File: config.mk
export PLATFORM = sky130hd
export DESIGN_NAME = modular_exponentiation_unit
export DESIGN_NICKNAME = d
export VERILOG_FILES = /design/src/sv/mexp_pkg.sv /design/src/sv/modular_exponentiation_unit.sv
export SDC_FILE = /design/constraint.sdc
export NUM_CORES = 1
export LEC_CHECK = 0
export ABC_CLOCK_PERIOD_IN_PS = 10700
export BUFFER_PORTS_ARGS = -buffer_cell sky130_fd_sc_hd__buf_4
export CAP_MARGIN = 20
export CORE_MARGIN = 5
export CORE_UTILIZATION = 28
export DETAILED_ROUTE_END_ITERATION = 7
export PLACE_DENSITY = 0.46
export SLEW_MARGIN = 20
export SYNTH_ARGS = -nofsm -noshare
export SYNTH_HDL_FRONTEND = slang
export SYNTH_SLANG_ARGS = --single-unit
File: constraint.sdc
create_clock -name clk_i -period 10.7 [get_ports clk_i]
set_input_delay 1.605 -clock clk_i [delete_from_list [all_inputs] [get_ports clk_i]]
set_output_delay 1.605 -clock clk_i [all_outputs]
set_load 0.02 [all_outputs]
File: src/sv/mexp_pkg.sv
// Package for the modular exponentiation unit: field widths and the
// configuration register indexes. No dependencies.
package mexp_pkg;

  // Width of every external field (base, result, registers).
  localparam int unsigned FIELD_WIDTH = 32;

  // Configuration register indexes.
  localparam int unsigned CFG_INDEX_WIDTH = 1;
  localparam logic [CFG_INDEX_WIDTH-1:0] REG_MODULUS  = 1'b0;
  localparam logic [CFG_INDEX_WIDTH-1:0] REG_EXPONENT = 1'b1;

  // Register values after reset.
  localparam logic [FIELD_WIDTH-1:0] MODULUS_RESET  = 32'd1;
  localparam logic [FIELD_WIDTH-1:0] EXPONENT_RESET = 32'd1;

endpackage

File: src/sv/modular_exponentiation_unit.sv
// Modular exponentiation unit: base ^ exponent mod modulus by right-to-left
// square and multiply over a bit-serial shift-and-add modular multiplier.
// Depends on mexp_pkg.
//
//   Channel  | Direction | Handshake             | Payload
//   s_axis   | in        | tvalid / tready       | tdata: base_value [31:0]
//   m_axis   | out       | tvalid / tready       | tdata: power_residue [31:0]
//   cfg      | in        | cfg_valid / cfg_ready | cfg_index, cfg_data
//
// One item at a time. An item is loaded, its base is reduced modulo the
// modulus one bit at a time, then the modular multiplies run in turn:
// one square per exponent bit below the top set bit and one multiply per set
// bit. The multiplier consumes one bit of its second operand per cycle.
// Reset (rst_ni low, asynchronous) sets modulus and exponent to 1.
// A waiting result sits in the output register; the next item is taken
// while it waits, and a finished result holds until that register is free.
module modular_exponentiation_unit #(
  parameter int unsigned OPERAND_WIDTH = 32
) (
  input  logic                                   clk_i,
  input  logic                                   rst_ni,
  // Configuration write channel.
  input  logic                                   cfg_valid_i,
  output logic                                   cfg_ready_o,
  input  logic [mexp_pkg::CFG_INDEX_WIDTH-1:0]   cfg_index_i,
  input  logic [mexp_pkg::FIELD_WIDTH-1:0]       cfg_data_i,
  // Input stream.
  input  logic                                   s_axis_tvalid_i,
  output logic                                   s_axis_tready_o,
  input  logic [mexp_pkg::FIELD_WIDTH-1:0]       s_axis_tdata_i,  // [31:0] base_value
  // Output stream.
  output logic                                   m_axis_tvalid_o,
  input  logic                                   m_axis_tready_i,
  output logic [mexp_pkg::FIELD_WIDTH-1:0]       m_axis_tdata_o   // [31:0] power_residue
);
  import mexp_pkg::*;

  localparam int unsigned W     = OPERAND_WIDTH;
  localparam int unsigned CNT_W = $clog2(W);
  localparam logic [CNT_W-1:0] CNT_LAST = CNT_W'(W - 1);

  typedef enum logic [2:0] {
    ST_IDLE,
    ST_REDUCE,
    ST_STEP,
    ST_MUL,
    ST_FINISH
  } state_e;

  // (x + y) mod m for x < m and y < m.
  function automatic logic [W-1:0] add_mod(input logic [W-1:0] x,
                                           input logic [W-1:0] y,
                                           input logic [W-1:0] m);
    logic [W:0] sum;
    logic [W:0] diff;
    sum  = {1'b0, x} + {1'b0, y};
    diff = sum - {1'b0, m};
    if (sum >= {1'b0, m}) begin
      return diff[W-1:0];
    end
    return sum[W-1:0];
  endfunction

  // Control and configuration registers.
  state_e               state_q, state_d;
  logic [FIELD_WIDTH-1:0] modulus_reg_q, modulus_reg_d;
  logic [FIELD_WIDTH-1:0] exponent_reg_q, exponent_reg_d;
  logic                 out_valid_q, out_valid_d;
  logic [FIELD_WIDTH-1:0] out_data_q, out_data_d;

  // Datapath registers.
  logic [W-1:0]     mod_q, mod_d;
  logic [W-1:0]     exp_q, exp_d;
  logic [W-1:0]     base_q, base_d;
  logic [W-1:0]     sq_q, sq_d;
  logic [W-1:0]     res_q, res_d;
  logic [W-1:0]     acc_q, acc_d;
  logic [W-1:0]     mul_a_q, mul_a_d;
  logic [W-1:0]     mul_b_q, mul_b_d;
  logic             mul_to_sq_q, mul_to_sq_d;
  logic [CNT_W-1:0] cnt_q, cnt_d;

  // Width adaptation between the 32-bit fields and the operand width.
  logic [W+FIELD_WIDTH-1:0] base_ext, mod_ext, exp_ext, res_ext;
  logic [W-1:0]             base_w, mod_w, exp_w;

  assign base_ext = {{W{1'b0}}, s_axis_tdata_i};
  assign mod_ext  = {{W{1'b0}}, modulus_reg_q};
  assign exp_ext  = {{W{1'b0}}, exponent_reg_q};
  assign base_w   = base_ext[W-1:0];
  assign mod_w    = mod_ext[W-1:0];
  assign exp_w    = exp_ext[W-1:0];
  assign res_ext  = {{FIELD_WIDTH{1'b0}}, res_q};

  // One restoring step of the base reduction.
  logic [W:0] red_shift;
  logic [W:0] red_diff;
  logic [W-1:0] red_next;

  assign red_shift = {acc_q, base_q[W-1]};
  assign red_diff  = red_shift - {1'b0, mod_q};
  assign red_next  = (red_shift >= {1'b0, mod_q}) ? red_diff[W-1:0] : red_shift[W-1:0];

  // One shift-and-add step of the modular multiplier.
  logic [W-1:0] mul_acc_next;
  logic [W-1:0] mul_dbl_next;

  assign mul_acc_next = mul_b_q[0] ? add_mod(acc_q, mul_a_q, mod_q) : acc_q;
  assign mul_dbl_next = add_mod(mul_a_q, mul_a_q, mod_q);

  logic in_accept;
  logic out_accept;

  assign cfg_ready_o     = 1'b1;
  assign s_axis_tready_o = (state_q == ST_IDLE);
  assign m_axis_tvalid_o = out_valid_q;
  assign m_axis_tdata_o  = out_data_q;
  assign in_accept       = s_axis_tvalid_i && s_axis_tready_o;
  assign out_accept      = out_valid_q && m_axis_tready_i;

  // Next-state and datapath logic.
  always_comb begin
    state_d        = state_q;
    modulus_reg_d  = modulus_reg_q;
    exponent_reg_d = exponent_reg_q;
    out_valid_d    = out_valid_q && !out_accept;
    out_data_d     = out_data_q;
    mod_d          = mod_q;
    exp_d          = exp_q;
    base_d         = base_q;
    sq_d           = sq_q;
    res_d          = res_q;
    acc_d          = acc_q;
    mul_a_d        = mul_a_q;
    mul_b_d        = mul_b_q;
    mul_to_sq_d    = mul_to_sq_q;
    cnt_d          = cnt_q;

    // Register writes.
    if (cfg_valid_i) begin
      unique case (cfg_index_i)
        REG_MODULUS:  modulus_reg_d  = cfg_data_i;
        REG_EXPONENT: exponent_reg_d = cfg_data_i;
        default: ;
      endcase
    end

    unique case (state_q)
      ST_IDLE: begin
        if (in_accept) begin
          mod_d  = mod_w;
          exp_d  = exp_w;
          base_d = base_w;
          acc_d  = '0;
          cnt_d  = CNT_LAST;
          res_d  = (mod_w == W'(1)) ? '0 : W'(1);
          if (exp_w == '0) begin
            // A zero exponent gives one, whatever the modulus.
            res_d   = W'(1);
            state_d = ST_FINISH;
          end else if (mod_w == '0) begin
            res_d   = '0;
            state_d = ST_FINISH;
          end else begin
            state_d = ST_REDUCE;
          end
        end
      end

      ST_REDUCE: begin
        acc_d  = red_next;
        base_d = {base_q[W-2:0], 1'b0};
        cnt_d  = cnt_q - 1'b1;
        if (cnt_q == '0) begin
          sq_d    = red_next;
          state_d = ST_STEP;
        end
      end

      ST_STEP: begin
        // A set low bit multiplies the result first, then the square follows.
        acc_d   = '0;
        cnt_d   = CNT_LAST;
        mul_a_d = sq_q;
        if (exp_q == '0) begin
          state_d = ST_FINISH;
        end else if (exp_q[0]) begin
          mul_b_d     = res_q;
          mul_to_sq_d = 1'b0;
          state_d     = ST_MUL;
        end else begin
          mul_b_d     = sq_q;
          mul_to_sq_d = 1'b1;
          state_d     = ST_MUL;
        end
      end

      ST_MUL: begin
        acc_d   = mul_acc_next;
        mul_a_d = mul_dbl_next;
        mul_b_d = {1'b0, mul_b_q[W-1:1]};
        cnt_d   = cnt_q - 1'b1;
        if (cnt_q == '0) begin
          if (mul_to_sq_q) begin
            sq_d  = mul_acc_next;
            exp_d = {1'b0, exp_q[W-1:1]};
          end else begin
            res_d = mul_acc_next;
            exp_d = {exp_q[W-1:1], 1'b0};
          end
          state_d = ST_STEP;
        end
      end

      ST_FINISH: begin
        // Hand over once the output register is free or being emptied.
        if (!out_valid_q || m_axis_tready_i) begin
          out_valid_d = 1'b1;
          out_data_d  = res_ext[FIELD_WIDTH-1:0];
          state_d     = ST_IDLE;
        end
      end

      default: state_d = ST_IDLE;
    endcase
  end

  // State, configuration and output registers.
  always_ff @(posedge clk_i or negedge rst_ni) begin
    if (!rst_ni) begin
      state_q        <= ST_IDLE;
      modulus_reg_q  <= MODULUS_RESET;
      exponent_reg_q <= EXPONENT_RESET;
      out_valid_q    <= 1'b0;
      out_data_q     <= '0;
    end else begin
      state_q        <= state_d;
      modulus_reg_q  <= modulus_reg_d;
      exponent_reg_q <= exponent_reg_d;
      out_valid_q    <= out_valid_d;
      out_data_q     <= out_data_d;
    end
  end

  // Datapath registers.
  always_ff @(posedge clk_i) begin
    mod_q       <= mod_d;
    exp_q       <= exp_d;
    base_q      <= base_d;
    sq_q        <= sq_d;
    res_q       <= res_d;
    acc_q       <= acc_d;
    mul_a_q     <= mul_a_d;
    mul_b_q     <= mul_b_d;
    mul_to_sq_q <= mul_to_sq_d;
    cnt_q       <= cnt_d;
  end

endmodule

==> results of run 1 <==
## cell type report
type	count	area, µm²	share of cell area (%)
Clock inverter	22	231	0.891
Sequential cell	362	10400	39.9
Inverter	98	368	1.42
Tap cell	1060	1330	5.10
Clock buffer	60	1270	4.90
Timing Repair Buffer	126	962	3.70
Multi-Input combinational cell	1707	11400	44.1
## cells in the final DEF, fill, tap and decap left out, types with 6 or more instances in the layout
| master | instances |
|---|---|
| nand2_1 | 352 |
| edfxtp_1 | 262 |
| o21ai_0 | 210 |
| ha_1 | 129 |
| buf_4 | 124 |
| a21oi_1 | 117 |
| nor2_1 | 102 |
| inv_1 | 98 |
| mux2_2 | 98 |
| dfrtp_1 | 98 |
| mux2i_1 | 77 |
| xnor2_1 | 72 |
| nand3_1 | 64 |
| a21o_1 | 47 |
| clkbuf_16 | 46 |
| nor4_1 | 35 |
| o21bai_1 | 34 |
| xor2_1 | 29 |
| nor3_1 | 29 |
| a31oi_1 | 24 |
| and3_1 | 22 |
| nand4_1 | 21 |
| o21a_1 | 20 |
| a211oi_1 | 18 |
| o211ai_1 | 17 |
| nand2b_1 | 16 |
| and2_1 | 16 |
| a31o_2 | 16 |
| nor2b_1 | 15 |
| or3_1 | 9 |
| a21boi_0 | 8 |
| or2_2 | 8 |
| clkinv_2 | 8 |
| o31ai_1 | 7 |
| clkbuf_1 | 7 |
| clkbuf_8 | 7 |
| o31a_1 | 6 |
| and4_1 | 6 |
| a311oi_1 | 6 |
## state kept, by name (all words and copies together), names as in the netlist
register,count
state_q,3
mod_w,32
cnt_q,5
exp_q,32
sq_q,32
exp_w,32
m_axis_tdata_o,32
res_q,32
mod_q,32
acc_q,32
mul_to_sq_q,1
mul_b_q,32
mul_a_q,32
base_q,32
m_axis_tvalid_o,1
## per-layer routing
| layer | vias up | routed length [µm] | share of wire [%] | global-route usage [%] |
|---|---|---|---|---|
| met5 | - | 0 | 0 | 0 |
| met4 | 0 | 1950 | 2.6 | 4.61 |
| met3 | 81 | 3560 | 4.8 | 2.10 |
| met2 | 492 | 33500 | 45 | 27.0 |
| met1 | 8520 | 34900 | 47 | 23.7 |
| li1 | 8465 | - | - | - |
## cells by family (layout without fill, tap and decap cells)
group | Yosys count | after routing | synth area share, %
flops | 362 | 362 | 46.1
buf+inv | 188 | 306 | 3.24
fa+ha+maj | 133 | 133 | 7.53
xor+xnor | 101 | 101 | 3.93
mux | 176 | 176 | 8.40
simple gates | 717 | 717 | 14.6
compound gates | 579 | 579 | 16.1
other cells | 1 | 1 | 0.0167
## through the flow
| stage | hold WS [ns] | instances | util [%] | setup WS (ns) |
|---|---|---|---|---|
| 3_5_place_dp | 0.467 | 3352 | 30.6 | 4.01 |
| 3_3_place_gp | 0.456 | 3352 | 30.5 | 4.23 |
| 5_1_grt | 0.499 | 3435 | 32.5 | 3.54 |
| 4_1_cts | 0.479 | 3434 | 32.4 | 3.97 |
| 2_1_floorplan | 0.443 | 2257 | - | 5.60 |
| 6_report | 0.474 | 3435 | 32.5 | 3.96 |
## worst paths after layout
check,startpoint,to,slack (ns),cells past startpoint
max in group asynchronous,rst_ni,mod_w[5],8.61,2
worst max-delay path,acc_q[0],sq_q[21],3.96,20
worst max register to register,acc_q[0],sq_q[21],3.96,20
worst min register to register,mod_w[25],mod_q[25],0.47,0
worst min-delay path,mod_w[25],mod_q[25],0.47,0
min in group asynchronous,rst_ni,m_axis_tdata_o[4],0.99,1
==> qor.csv, run 1 <==
metric;value;unit
synth_ff_type;edfxtp_1;
cts_hold_buf;0;
cts_tree;yes;
routedWlPerCell;21.5;µm
period_share;63.0;%
synth_cells;2257;
yosysWarnings;0;
grt_usage;16.7;%
dr.pass1.iters;5;
antenna_cells;0;
async_reset_ff_share;27.6;%
synth_cell_types;76;
drive_above_1_share;14.4;%
cp-end-kind;flop;
synth_edf_count;262;
stdcell_area;26000;µm²
critical-path-top-delay-family;compound AO/OA/AOI/OAI gates;
avgSynthCellArea;9.96;µm²
design.core.area;80000;µm²
hp-class;flop to flop;
yosysSeqAreaShare;46.1;%
setup_viol;0;
ios;105;
synthTopCellsByCount;nand2_1 (353), edfxtp_1 (262), o21ai_0 (210), ha_1 (129), a21oi_1 (118);
post_dp_cell_area;24500;µm²
yosysTopAreaCell;edfxtp_1;
max-slew-margin-rel;30.9;%
place.gp.congestion;0.906;
start_util;28.1;%
chipHeight;293;µm
hpwl;55.6;mm
die_x;293;µm
synth.area.top_cells;edfxtp_1 (35%), dfrtp_1 (11%), ha_1 (7.2%), nand2_1 (5.9%), mux2_2 (4.9%);
arrival;7.04;ns
cp_slowest_cell;a2111oi_0;
clock-sinks;362;
fin_crit;6.74;ns
synthToLayoutAreaGrowth;15.5;%
critPathLaunchType;flop;
critical_path_class;flop to flop;
syn-cell-area;22500;µm²
synth.most_common_cell;nand2_1;
vias;17600;
crit_chain;ha_1 > inv_1 > fa_1 > nand2b_1 > a21oi_1 > o41ai_1 > o211ai_1 > a21boi_0 > xnor2_1 > ha_1 > a21oi_1 > o21ai_0 > a2111oi_0 > o31ai_1 > and2b_1 > nor3_4 > buf_4 > nor3_1 > o21ai_0 > o21ai_0;
fin_tns_setup;0;ns
synth_nets;2460;
drc_errors;0;
rsz0062_at_grt;no;
cts_repair_resize_count;0;
worst_pin_slew;1.03;ns
worst-path-buf-inv;2;
routed_via_density;5.11;
fmax;148;MHz
synth-seq-cells;362;
status;finished, final reports clean;
wirelength;73.9;mm
clockBufferDepth;3;
fin_worst_skew;0.0274;ns
grt_pass1_vias;17600;
slew_viol_final;0;
nNetsFinal;2542;
drt_iter0_drc;1593;
clkLatencyLatePin;0.60;ns
clockRootBuffer;clkbuf_16;
rows;104;
overflow;0;
htreeDepth;2;
path_max_fanout;17;
portBuffers;103;
post-cts-setup-buffers;0;
cts_buffers;44;
hold_viol;0;
ant_nets;0;
cts.reportedPaths.clkPinSlew;0.06;ns
nFillCells;8253;
grt_max_degree;74;
crit_required;11.00;ns
grt_pass1_wl;111;mm
cpPeakStageDelay;0.69;ns
antenna_found_initial;0;
synth_top_area_share;35.0;%
cp_common_cell;o21ai_0;
dieArea;86100;µm²
cap_violations;0;
Power of run 1 is left out: the tool's default activity adds up to more than one toggle a clock period on the data nets, which glitch-free logic cannot reach.
==> inputs of run 2 (changes only) <==
ABC_CLOCK_PERIOD_IN_PS = 7000   (was 10700)
clock period = 7 ns   (was 10.7 ns; I/O delays follow)
==> run 2 against run 1 <==
Compared with the run above:
- hold slack got worse by 0.0057 ns
- non-clock buffer count down 1
- worst setup slack worse by 3.3 ns
- clock-buffer cell count up 8
- register-to-register slack got worse by 3.3 ns
- cell count is essentially flat
- first-iteration DRC count shrank 19%
- flip-flop and latch count stayed put
- die area is the same
- cell area decreased by 0.19%
- fmax rose by 6.6%
- global-route usage is 0.23 points higher
==> qor.csv, run 2 (synthesis gave the netlist of run 1 again) <==
metric;value;unit;change
hpwl;56.2;mm;was 55.6 mm
rows;104;;unchanged
startpoint;acc_q[0];;unchanged
synthToLayoutAreaGrowth;15.3;%;was 15.5%
grt_max_degree;67;;was 74
drt_iter0_drc;1290;;was 1593
drive_above_1_share;14.1;%;was 14.4%
fmax;158;MHz;was 148 MHz
fin_crit;6.32;ns;was 6.74 ns
ios;105;;unchanged
hold_viol;0;;unchanged
max-slew-margin-rel;43.3;%;was 30.9%
nNetsFinal;2541;;was 2542
fin_worst_skew;0.0284;ns;was 0.0274 ns
cts_buffers;44;;unchanged
clockRootBuffer;clkbuf_16;;unchanged
rr_endpoint;acc_q[2];;was sq_q[21]
cap_violations;0;;unchanged
hp-class;flop to flop;;unchanged
grt_pass1_vias;17800;;was 17.6k
cts_hold_buf;0;;unchanged
antenna_cells;0;;unchanged
layout_commonest_cell;nand2_1;;unchanged
htreeDepth;2;;unchanged
grt_usage;16.9;%;was 16.7%
fin_tns_setup;0;ns;unchanged
clockBufferDepth;3;;unchanged
r2r-start;acc_q[0];;unchanged
vias;17800;;was 17.6k
grt_pass1_wl;113;mm;was 111 mm
dieArea;86100;µm²;unchanged
portBuffers;103;;unchanged
worst_pin_slew;0.850;ns;was 1.03 ns
dr.pass1.iters;5;;unchanged
chipHeight;293;µm;unchanged
ant_nets;0;;unchanged
antenna_found_initial;0;;unchanged
place.gp.congestion;0.921;;was 0.906
setup_viol;0;;unchanged
regToRegSetupSlack;0.68;ns;was 3.96 ns
status;finished, final reports clean;;unchanged
slew_viol_final;0;;unchanged
cts.reportedPaths.clkPinSlew;0.06;ns;about the same
arrival;6.61;ns;was 7.04 ns
drc_errors;0;;unchanged
wirelength;75.2;mm;was 73.9 mm
critical_path_class;flop to flop;;unchanged
routed_via_density;5.19;;was 5.11
final_cell_mix;nand2_1 (352), edfxtp_1 (262), o21ai_0 (210), ha_1 (129), buf_4 (123);;was nand2_1 (352), edfxtp_1 (262), o21ai_0 (210), ha_1 (129), buf_4 (124)
ff2ff_path_depth;21;;was 20
clock-sinks;362;;unchanged
clkLatencyLatePin;0.59;ns;was 0.60 ns
path_max_fanout;29;;was 17
rsz0062_at_grt;no;;unchanged
cp-end-kind;flop;;unchanged
period_share;90.3;%;was 63.0%
cts_repair_resize_count;0;;unchanged
crit_end;acc_q[2];;was sq_q[21]
start_util;28.1;%;unchanged
post-cts-setup-buffers;0;;unchanged
crit_required;7.30;ns;was 11.00 ns
routedWlPerCell;21.9;µm;was 21.5 µm
cts_tree;yes;;unchanged
critPathLaunchType;flop;;unchanged
die_x;293;µm;unchanged
overflow;0;;unchanged
design.core.area;80000;µm²;unchanged
## run 2: cell count changes in the layout (fill, tap and decap cells not counted), sizes merged
cell      delta
clkbuf       +8
clkinv       -8
clkinvlp     -2
inv          +2
buf          -1
## run 2: cell type report
cell class / instances / area, µm²
Tap cell: 1060 / 1330
Clock inverter: 14 / 171
Timing Repair Buffer: 125 / 963
Fill cell: 8208 / 54100
Multi-Input combinational cell: 1707 / 11400
Inverter: 98 / 368
Clock buffer: 68 / 1280
Sequential cell: 362 / 10400
## run 2: routing by layer
layer	vias up	global-route usage (%)	part of all wire (%)
li1	8450	-	-
met4	0	4.61	2.7
met2	497	27.4	46
met1	8774	23.8	47
met5	-	0	0
met3	105	2.46	4.9
## run 2: critical path, cell delays in order (launching register included)
cell,delay (ns)
edfxtp_1,0.47
ha_1,0.30
inv_1,0.09
fa_1,0.20
nand2b_1,0.15
a21oi_1,0.12
o41ai_1,0.62
o211ai_1,0.34
o21a_1,0.34
a311oi_1,0.34
xnor2_1,0.19
ha_1,0.34
a21oi_1,0.23
nor2b_1,0.07
a2111oi_0,0.39
nand3_1,0.13
a31o_2,0.22
a31o_2,0.24
or3_4,0.54
mux2_2,0.35
mux2i_1,0.23
o22ai_1,0.11
## run 2: how the worst min path moves through the flow
stage,start,to,depth (start not counted)
after CTS,mod_w[24],mod_q[24],0
after floorplan,mod_w[17],mod_q[17],0
after detailed placement,mod_w[24],mod_q[24],0
after global routing,mod_w[1],mod_q[1],0
after global placement,mod_w[24],mod_q[24],0
final,mod_w[24],mod_q[24],0
## run 2: metrics by stage
step / util [%] / hold WS, ns / std cells / area (µm²) / setup WS, ns
after floorplan: - / 0.443 / 2257 / 22500 / 1.90
after CTS: 32.4 / 0.472 / 3434 / 25900 / 0.622
after global placement: 30.6 / 0.457 / 3351 / 24500 / 0.705
final: 32.4 / 0.469 / 3434 / 25900 / 0.682
after global routing: 32.4 / 0.488 / 3434 / 25900 / 0.151
after detailed placement: 30.6 / 0.460 / 3352 / 24500 / 0.639
Power of run 2 is left out for the same reason.
